## src/rtl/ndt_pkg.sv

```systemverilog
// Shared widths, defaults and record types for the NAK request dedup table.
package ndt_pkg;

    localparam int SEQ_W             = 32;
    localparam int ADDR_W            = 32;
    localparam int IFACE_W           = 16;
    localparam int DUP_W             = 16;
    localparam int TABLE_DEPTH_DEF   = 16;

    // One stored request together with its duplicate count.
    typedef struct packed {
        logic [SEQ_W-1:0]   low;
        logic [SEQ_W-1:0]   high;
        logic [ADDR_W-1:0]  addr;
        logic [IFACE_W-1:0] iface;
        logic [DUP_W-1:0]   dups;
    } ndt_entry_t;

    // Outcome of one request, handed from the engine to the output register.
    typedef struct packed {
        logic             is_new;
        logic [DUP_W-1:0] dup_count;
        logic [DUP_W-1:0] max_dups;
        logic             evicted;
    } ndt_result_t;

endpackage

```

## src/rtl/nak_request_dedup_table.sv

```systemverilog
// Top level of the NAK request dedup table: engine, entry memory, output register.
//
//   Channel | Handshake            | Payload
//   --------+----------------------+------------------------------------------------
//   request | req_valid, req_stall | seq_low, seq_high, turn_addr, turn_iface
//   result  | rsp_valid, rsp_stall | is_new, dup_count, max_dups, evicted
//
// One request is handled at a time. The engine reads one stored entry per cycle
// from the entry memory, newest first; a miss reads every stored entry, and a match
// ends the search early.
// Reset empties the table through the fill count; the memory is not cleared.
// A new request is taken while a finished result still waits in the output register.
// A stalled result holds the engine only at its final step.
module nak_request_dedup_table #(
    parameter int TABLE_DEPTH = ndt_pkg::TABLE_DEPTH_DEF
) (
    input  logic                        clk,
    input  logic                        rst_n,
    input  logic                        req_valid,
    output logic                        req_stall,
    input  logic [ndt_pkg::SEQ_W-1:0]   seq_low,
    input  logic [ndt_pkg::SEQ_W-1:0]   seq_high,
    input  logic [ndt_pkg::ADDR_W-1:0]  turn_addr,
    input  logic [ndt_pkg::IFACE_W-1:0] turn_iface,
    output logic                        rsp_valid,
    input  logic                        rsp_stall,
    output logic                        is_new,
    output logic [ndt_pkg::DUP_W-1:0]   dup_count,
    output logic [ndt_pkg::DUP_W-1:0]   max_dups,
    output logic                        evicted
);
    import ndt_pkg::*;

    localparam int IDXW = (TABLE_DEPTH > 1) ? $clog2(TABLE_DEPTH) : 1;
    localparam int CNTW = $clog2(TABLE_DEPTH + 1);

    logic            mem_wr_en;
    logic [IDXW-1:0] mem_wr_addr;
    ndt_entry_t      mem_wr_data;
    logic            mem_rd_en;
    logic [IDXW-1:0] mem_rd_addr;
    ndt_entry_t      mem_rd_data;
    logic            res_valid;
    ndt_result_t     res;
    logic            res_take;
    logic            rsp_valid_reg;
    ndt_result_t     rsp_reg;

    ndt_mem #(
        .TABLE_DEPTH (TABLE_DEPTH),
        .IDXW        (IDXW)
    ) u_mem (
        .clk     (clk),
        .wr_en   (mem_wr_en),
        .wr_addr (mem_wr_addr),
        .wr_data (mem_wr_data),
        .rd_en   (mem_rd_en),
        .rd_addr (mem_rd_addr),
        .rd_data (mem_rd_data)
    );

    ndt_engine #(
        .TABLE_DEPTH (TABLE_DEPTH),
        .IDXW        (IDXW),
        .CNTW        (CNTW)
    ) u_engine (
        .clk         (clk),
        .rst_n       (rst_n),
        .req_valid   (req_valid),
        .req_stall   (req_stall),
        .seq_low     (seq_low),
        .seq_high    (seq_high),
        .turn_addr   (turn_addr),
        .turn_iface  (turn_iface),
        .mem_wr_en   (mem_wr_en),
        .mem_wr_addr (mem_wr_addr),
        .mem_wr_data (mem_wr_data),
        .mem_rd_en   (mem_rd_en),
        .mem_rd_addr (mem_rd_addr),
        .mem_rd_data (mem_rd_data),
        .res_valid   (res_valid),
        .res         (res),
        .res_take    (res_take)
    );

    assign res_take = !rsp_valid_reg || !rsp_stall;

    always_ff @(posedge clk or negedge rst_n)
    begin
        if (!rst_n)
        begin
            rsp_valid_reg <= 1'b0;
        end
        else if (res_take)
        begin
            rsp_valid_reg <= res_valid;
        end
    end

    always_ff @(posedge clk)
    begin
        if (res_take && res_valid)
        begin
            rsp_reg <= res;
        end
    end

    assign rsp_valid = rsp_valid_reg;
    assign is_new    = rsp_reg.is_new;
    assign dup_count = rsp_reg.dup_count;
    assign max_dups  = rsp_reg.max_dups;
    assign evicted   = rsp_reg.evicted;

    // A duplicate never drops an entry, and a new entry always starts at zero.
    a_dup_no_evict: assert property (@(posedge clk) disable iff (!rst_n)
        rsp_valid |-> (is_new || !evicted))
        else $error("duplicate result reports an eviction");

    a_new_zero: assert property (@(posedge clk) disable iff (!rst_n)
        (rsp_valid && is_new) |-> (dup_count == '0))
        else $error("new request reports a nonzero duplicate count");

    a_max_bound: assert property (@(posedge clk) disable iff (!rst_n)
        rsp_valid |-> (max_dups >= dup_count))
        else $error("running maximum below reported duplicate count");

    a_one_at_a_time: assert property (@(posedge clk) disable iff (!rst_n)
        (req_valid && !req_stall) |=> req_stall)
        else $error("second request accepted while one is in progress");

endmodule

```

## src/rtl/ndt_mem.sv

```systemverilog
// Entry memory: one write port, one read port with a registered read.
module ndt_mem #(
    parameter int TABLE_DEPTH = ndt_pkg::TABLE_DEPTH_DEF,
    parameter int IDXW        = (TABLE_DEPTH > 1) ? $clog2(TABLE_DEPTH) : 1
) (
    input  logic               clk,
    input  logic               wr_en,
    input  logic [IDXW-1:0]    wr_addr,
    input  ndt_pkg::ndt_entry_t wr_data,
    input  logic               rd_en,
    input  logic [IDXW-1:0]    rd_addr,
    output ndt_pkg::ndt_entry_t rd_data
);
    import ndt_pkg::*;

    ndt_entry_t mem [TABLE_DEPTH];
    ndt_entry_t rd_data_reg;

    always_ff @(posedge clk)
    begin
        if (wr_en)
        begin
            mem[wr_addr] <= wr_data;
        end
    end

    always_ff @(posedge clk)
    begin
        if (rd_en)
        begin
            rd_data_reg <= mem[rd_addr];
        end
    end

    assign rd_data = rd_data_reg;

endmodule

```

## src/rtl/ndt_engine.sv

```systemverilog
// Search and insert sequencer that walks the circular entry table.
module ndt_engine #(
    parameter int TABLE_DEPTH = ndt_pkg::TABLE_DEPTH_DEF,
    parameter int IDXW        = (TABLE_DEPTH > 1) ? $clog2(TABLE_DEPTH) : 1,
    parameter int CNTW        = $clog2(TABLE_DEPTH + 1)
) (
    input  logic                        clk,
    input  logic                        rst_n,
    input  logic                        req_valid,
    output logic                        req_stall,
    input  logic [ndt_pkg::SEQ_W-1:0]   seq_low,
    input  logic [ndt_pkg::SEQ_W-1:0]   seq_high,
    input  logic [ndt_pkg::ADDR_W-1:0]  turn_addr,
    input  logic [ndt_pkg::IFACE_W-1:0] turn_iface,
    output logic                        mem_wr_en,
    output logic [IDXW-1:0]             mem_wr_addr,
    output ndt_pkg::ndt_entry_t         mem_wr_data,
    output logic                        mem_rd_en,
    output logic [IDXW-1:0]             mem_rd_addr,
    input  ndt_pkg::ndt_entry_t         mem_rd_data,
    output logic                        res_valid,
    output ndt_pkg::ndt_result_t        res,
    input  logic                        res_take
);
    import ndt_pkg::*;

    typedef enum logic [1:0] {ST_IDLE, ST_SEARCH, ST_POST} state_t;

    state_t             state_reg, state_next;
    logic [SEQ_W-1:0]   low_reg, low_next;
    logic [SEQ_W-1:0]   high_reg, high_next;
    logic [ADDR_W-1:0]  addr_reg, addr_next;
    logic [IFACE_W-1:0] iface_reg, iface_next;
    logic [IDXW-1:0]    head_reg, head_next;
    logic [CNTW-1:0]    fill_reg, fill_next;
    logic [DUP_W-1:0]   max_reg, max_next;
    logic [CNTW-1:0]    iss_k_reg, iss_k_next;
    logic [IDXW-1:0]    iss_p_reg, iss_p_next;
    logic               cmp_valid_reg, cmp_valid_next;
    logic [IDXW-1:0]    cmp_p_reg, cmp_p_next;
    ndt_result_t        res_reg, res_next;

    logic               hit;
    logic [DUP_W-1:0]   new_dups;
    logic [IDXW-1:0]    head_dec;
    logic               full;

    assign hit = cmp_valid_reg
              && (mem_rd_data.low   == low_reg)
              && (mem_rd_data.high  == high_reg)
              && (mem_rd_data.addr  == addr_reg)
              && (mem_rd_data.iface == iface_reg);

    assign new_dups = (mem_rd_data.dups == '1) ? mem_rd_data.dups
                                               : mem_rd_data.dups + 1'b1;
    assign head_dec = (head_reg == '0) ? IDXW'(TABLE_DEPTH - 1) : head_reg - 1'b1;
    assign full     = (fill_reg == CNTW'(TABLE_DEPTH));

    // The read walks logical slots newest first; each compare comes in the cycle after its read.
    assign mem_rd_en   = (state_reg == ST_SEARCH) && (iss_k_reg < fill_reg);
    assign mem_rd_addr = iss_p_reg;

    always_comb
    begin
        state_next     = state_reg;
        low_next       = low_reg;
        high_next      = high_reg;
        addr_next      = addr_reg;
        iface_next     = iface_reg;
        head_next      = head_reg;
        fill_next      = fill_reg;
        max_next       = max_reg;
        iss_k_next     = iss_k_reg;
        iss_p_next     = iss_p_reg;
        cmp_valid_next = cmp_valid_reg;
        cmp_p_next     = cmp_p_reg;
        res_next       = res_reg;
        mem_wr_en      = 1'b0;
        mem_wr_addr    = cmp_p_reg;
        mem_wr_data    = mem_rd_data;

        unique case (state_reg)
            ST_IDLE:
            begin
                if (req_valid)
                begin
                    low_next       = seq_low;
                    high_next      = seq_high;
                    addr_next      = turn_addr;
                    iface_next     = turn_iface;
                    iss_k_next     = '0;
                    iss_p_next     = head_reg;
                    cmp_valid_next = 1'b0;
                    state_next     = ST_SEARCH;
                end
            end
            ST_SEARCH:
            begin
                cmp_valid_next = mem_rd_en;
                cmp_p_next     = iss_p_reg;
                if (mem_rd_en)
                begin
                    iss_k_next = CNTW'(iss_k_reg + 1'b1);
                    iss_p_next = (iss_p_reg == IDXW'(TABLE_DEPTH - 1)) ? '0
                                                                       : iss_p_reg + 1'b1;
                end
                if (hit)
                begin
                    mem_wr_en          = 1'b1;
                    mem_wr_data.dups   = new_dups;
                    max_next           = (new_dups > max_reg) ? new_dups : max_reg;
                    res_next.is_new    = 1'b0;
                    res_next.dup_count = new_dups;
                    res_next.max_dups  = (new_dups > max_reg) ? new_dups : max_reg;
                    res_next.evicted   = 1'b0;
                    cmp_valid_next     = 1'b0;
                    state_next         = ST_POST;
                end
                else if (!cmp_valid_reg && !mem_rd_en)
                begin
                    // No match anywhere: the new head slot is the oldest one when full.
                    mem_wr_en          = 1'b1;
                    mem_wr_addr        = head_dec;
                    mem_wr_data.low    = low_reg;
                    mem_wr_data.high   = high_reg;
                    mem_wr_data.addr   = addr_reg;
                    mem_wr_data.iface  = iface_reg;
                    mem_wr_data.dups   = '0;
                    head_next          = head_dec;
                    fill_next          = full ? fill_reg : CNTW'(fill_reg + 1'b1);
                    res_next.is_new    = 1'b1;
                    res_next.dup_count = '0;
                    res_next.max_dups  = max_reg;
                    res_next.evicted   = full;
                    state_next         = ST_POST;
                end
            end
            ST_POST:
            begin
                if (res_take)
                begin
                    state_next = ST_IDLE;
                end
            end
            default:
            begin
                state_next = ST_IDLE;
            end
        endcase
    end

    always_ff @(posedge clk or negedge rst_n)
    begin
        if (!rst_n)
        begin
            state_reg     <= ST_IDLE;
            head_reg      <= '0;
            fill_reg      <= '0;
            max_reg       <= '0;
            cmp_valid_reg <= 1'b0;
        end
        else
        begin
            state_reg     <= state_next;
            head_reg      <= head_next;
            fill_reg      <= fill_next;
            max_reg       <= max_next;
            cmp_valid_reg <= cmp_valid_next;
        end
    end

    always_ff @(posedge clk)
    begin
        low_reg   <= low_next;
        high_reg  <= high_next;
        addr_reg  <= addr_next;
        iface_reg <= iface_next;
        iss_k_reg <= iss_k_next;
        iss_p_reg <= iss_p_next;
        cmp_p_reg <= cmp_p_next;
        res_reg   <= res_next;
    end

    assign req_stall = (state_reg != ST_IDLE);
    assign res_valid = (state_reg == ST_POST);
    assign res       = res_reg;

endmodule
```

## config.mk

```make
export PLATFORM = sky130hd
export DESIGN_NAME = nak_request_dedup_table
export DESIGN_NICKNAME = d
export VERILOG_FILES = /design/src/rtl/ndt_pkg.sv /design/src/rtl/nak_request_dedup_table.sv /design/src/rtl/ndt_mem.sv /design/src/rtl/ndt_engine.sv
export SDC_FILE = /design/constraint.sdc
export NUM_CORES = 2
export LEC_CHECK = 0
export BUFFER_PORTS_ARGS = -buffer_cell sky130_fd_sc_hd__buf_4
export CAP_MARGIN = 30
export CORE_MARGIN = 10
export CORE_UTILIZATION = 45
export DETAILED_ROUTE_END_ITERATION = 16
export PLACE_DENSITY = 0.61
export SETUP_SLACK_MARGIN = 0.3
export SYNTH_ARGS = -nofsm -noshare
export SYNTH_HDL_FRONTEND = slang
export SYNTH_SLANG_ARGS = --single-unit
```

## constraint.sdc

```tcl
create_clock -name clk -period 18.91 [get_ports clk]
set_input_delay 0.9455 -clock clk [delete_from_list [all_inputs] [get_ports clk]]
set_output_delay 0.9455 -clock clk [all_outputs]
set_load 0.01 [all_outputs]
```

==> flow_metrics.env <==
export IMPL_status="finished, final reports clean"
export IMPL_peakVddDrop_mv=0.130
export IMPL_cts_max_level=4
export IMPL_ys_async_sr_fraction_pct=1.21
export IMPL_worst_setup_path_end_kind="flop"
export IMPL_routabilityCongestion=0.820
export IMPL_nNetsFinal=4627
export IMPL_power_density_mw_per_mm2=164
export IMPL_drv_slew=0
export IMPL_ys_seq_area_share_pct=77.9
export IMPL_synth_edf_count=2369
export IMPL_overflow=0
export IMPL_slew_headroom_pct=31.8
export IMPL_critPathMaxStageDelay_ns=0.88
export IMPL_portBuffers=151
export IMPL_initial_core_util_pct=45.1
export IMPL_first_global_vias=44200
export IMPL_synth_fp_nets=4319
export IMPL_cts_path_max_buffers=3
export IMPL_fin_crit_ns=6.98
export IMPL_regArea_mm2=0.0719
export IMPL_cts_tree="yes"
export IMPL_io_pins=152
export IMPL_arrival_ns=7.44
export IMPL_reg2regPathDepth=13
export IMPL_finalNonFillerCells=7371
export IMPL_finalHoldViolCount=0
export IMPL_die_h_um=473
export IMPL_yosys_warnings=0
export IMPL_fin_skew_ns=0.0400
export IMPL_setup_viol=0
export IMPL_core_rowCount=166
export IMPL_cap_violations=0
export IMPL_path_clk_slew_ns=0.07
export IMPL_cts_made_buffers=232
export IMPL_synthToLayoutAreaGrowth_pct=13.5
export IMPL_vias_per_cell=5.94
export IMPL_yosysMostFrequentCell="edfxtp_1"
export IMPL_synth_common_cells="2369 x edfxtp_1, 628 x mux4_2, 365 x nand2_1"
export IMPL_drtIter0Drc=4867
export IMPL_largest_reg_flops=2048
export IMPL_vias=43800
export IMPL_fin_setup_tns_ns=0
export IMPL_ys_types=53
export IMPL_place_inst=6929
export IMPL_yosysTopAreaCell="edfxtp_1"
export IMPL_synth_top_cell_area_share_pct=77.1
export IMPL_fmax_ghz=0.143
export IMPL_wl_per_cell_um=30.6
export IMPL_grt_max_degree=103
export IMPL_min_path_type="input port to flop"
export IMPL_netlist_instances=4177
export IMPL_syn_area_mm2=0.0923
export IMPL_drive_gt1_share_pct=26.6
export IMPL_fillers=15800
export IMPL_antenna_left=0
export IMPL_hold_slack_ns=0.263
export IMPL_grt_pass1_wl_um=325000
export IMPL_fp_coreArea_mm2=0.204
export IMPL_ys_flop_type="edfxtp_1"
export IMPL_post_route_period_util_pct=36.9
export IMPL_rsz0062_at_grt="no"
export IMPL_worst_pin_slew_ns=1.02
export IMPL_p_leak_nw=33.4
export IMPL_cts_resized=0
export IMPL_route_detailed_drc=0
export IMPL_grt_antenna_before_repair=15
export IMPL_slowest_stage="buf_4"
export IMPL_grt_use_total_pct=20.0
export IMPL_p_total_mw=17.1
export IMPL_synth_area_leaders="edfxtp_1 77%, mux4_2 15%, nand2_1 1.5%, dfrtp_1 0.79%, xor2_1 0.69%"
export IMPL_hold_depth=1
export IMPL_cts_sinks=2398
export IMPL_clockRootBuffer="clkbuf_16"
export IMPL_crit_chain="ha_1 -> a21oi_1 -> o21ai_0 -> a31oi_4 -> buf_12 -> or3_4 -> buf_4 -> nand2_1 -> and2_1 -> nor3_4 -> buf_4 -> buf_4 -> buf_4"
export IMPL_wl_um=225000
export IMPL_cp_max_fo=91
export IMPL_die_area_mm2=0.224
export IMPL_synth_seq_cells=2398
export IMPL_cp_required_ns=19.37
export IMPL_crit_path_frequent_cell="buf_4"
export IMPL_crit_type="flop to flop"
export IMPL_syn_area_per_cell_um2=22.1
export IMPL_startpoint_type="flop"
export IMPL_first_pass_iters=5
export IMPL_dp_hpwl_um=120000
export IMPL_chipWidth_um=473
export IMPL_multi_input_area_mm2=0.0196
export IMPL_clk_latency_ns=0.87
cell families after synthesis:
kind of cell               synth area share (%)
DFF                                        77.9
adders and majority gates                 0.353
AOI/OAI and AO/OA                         0.722
and+or+nand+nor                            3.31
muxes                                      15.8
xor gates and xnor gates                  0.930
buffers and inverters                     0.978
worst max-delay path: cells and delay by family, from the launching register on:
family                   cells  cell delay (ns)
adder cells (fa/ha/maj)      1             0.34
buffers and inverters        5             3.70
AND/OR/NAND/NOR              4             1.41
flip-flops                   1             0.45
AO/OA/AOI/OAI                3             0.52
where the power goes:
group	total (mW)	switching [mW]	internal (mW)
sequential	7.74	0.234	7.50
combinational	4.95	3.08	1.88
clock	4.43	1.96	2.47
routing by layer:
layer  global-route usage [%]  wire length (um)  up-vias
met2                     31.1            107000     1678
met4                     4.37              4310        0
li1                         -                 -    18000
met1                     29.8             97400    23800
met5                        0                 0        -
met3                     3.45             16500      272
final cells by class:
type,count,share of cell area (%)
flip-flops and latches,2398,68.7
well taps,2688,3.21
diodes,4,0.00956
clock inverters,142,1.11
multi-input cells,1542,18.8
clock buffers,286,5.82
repair buffers,260,2.25
inverters,51,0.188
layout by cell type, fill, tap and decap left out, drive strengths merged, types with 4 or more instances in the layout:
cell / netlist / layout
nor2: 50 / 50
dfrtp: 29 / 29
clkinv: 0 / 115
ha: 26 / 26
nand2: 365 / 365
xnor2: 25 / 25
clkbuf: 126 / 286
o2bb2ai: 15 / 15
nand2b: 43 / 43
and2: 12 / 12
buf: 60 / 259
nand3: 18 / 18
nand4: 31 / 31
nor2b: 39 / 39
inv: 51 / 58
nor3: 31 / 31
a21oi: 17 / 17
diode: 0 / 4
o21ai: 21 / 21
mux4: 628 / 628
or3: 4 / 4
a211oi: 13 / 13
nand4b: 6 / 6
mux2i: 39 / 39
bufinv: 0 / 14
nor4: 36 / 36
a31oi: 13 / 13
clkinvlp: 0 / 6
xor2: 73 / 73
mux2: 5 / 5
edfxtp: 2369 / 2369
repair_timing:
action | 4_1_cts | 5_1_grt
setup buffers | 0 | 0
hold endpoints to repair | 20 | 0
hold buffers | 1 | 0
stage by stage:
| step | instance area [um2] | setup slack, ns | util [%] |
|---|---|---|---|
| floorplan | 92300 | 0.119 | - |
| global placement | 97000 | 11.88 | 47.5 |
| detailed placement | 97300 | 11.81 | 47.6 |
| CTS | 105000 | 11.77 | 51.2 |
| global route | 105000 | 11.65 | 51.2 |
| finish | 105000 | 11.93 | 51.2 |
worst paths after layout:
path                                                     start                          endpoint  slack (ns)
min in group asynchronous                                rst_n   u_engine.max_reg[6]$_DFFE_PN0P_        0.58
min                                              turn_iface[5]   u_engine.iface_reg[5]$_DFFE_PP_        0.26
min reg2reg                     u_engine.res[25]$_SDFFCE_PN0P_            dup_count[8]$_DFFE_PP_        0.41
max reg2reg                u_engine.iss_k_reg[2]$_SDFFCE_PN0P_        u_mem.mem[9][39]$_DFFE_PP_       11.93
max                        u_engine.iss_k_reg[2]$_SDFFCE_PN0P_        u_mem.mem[9][39]$_DFFE_PP_       11.93
max in group asynchronous                                rst_n  u_engine.head_reg[0]$_DFFE_PN0P_       17.98
Power figures use the tool's default switching activity.
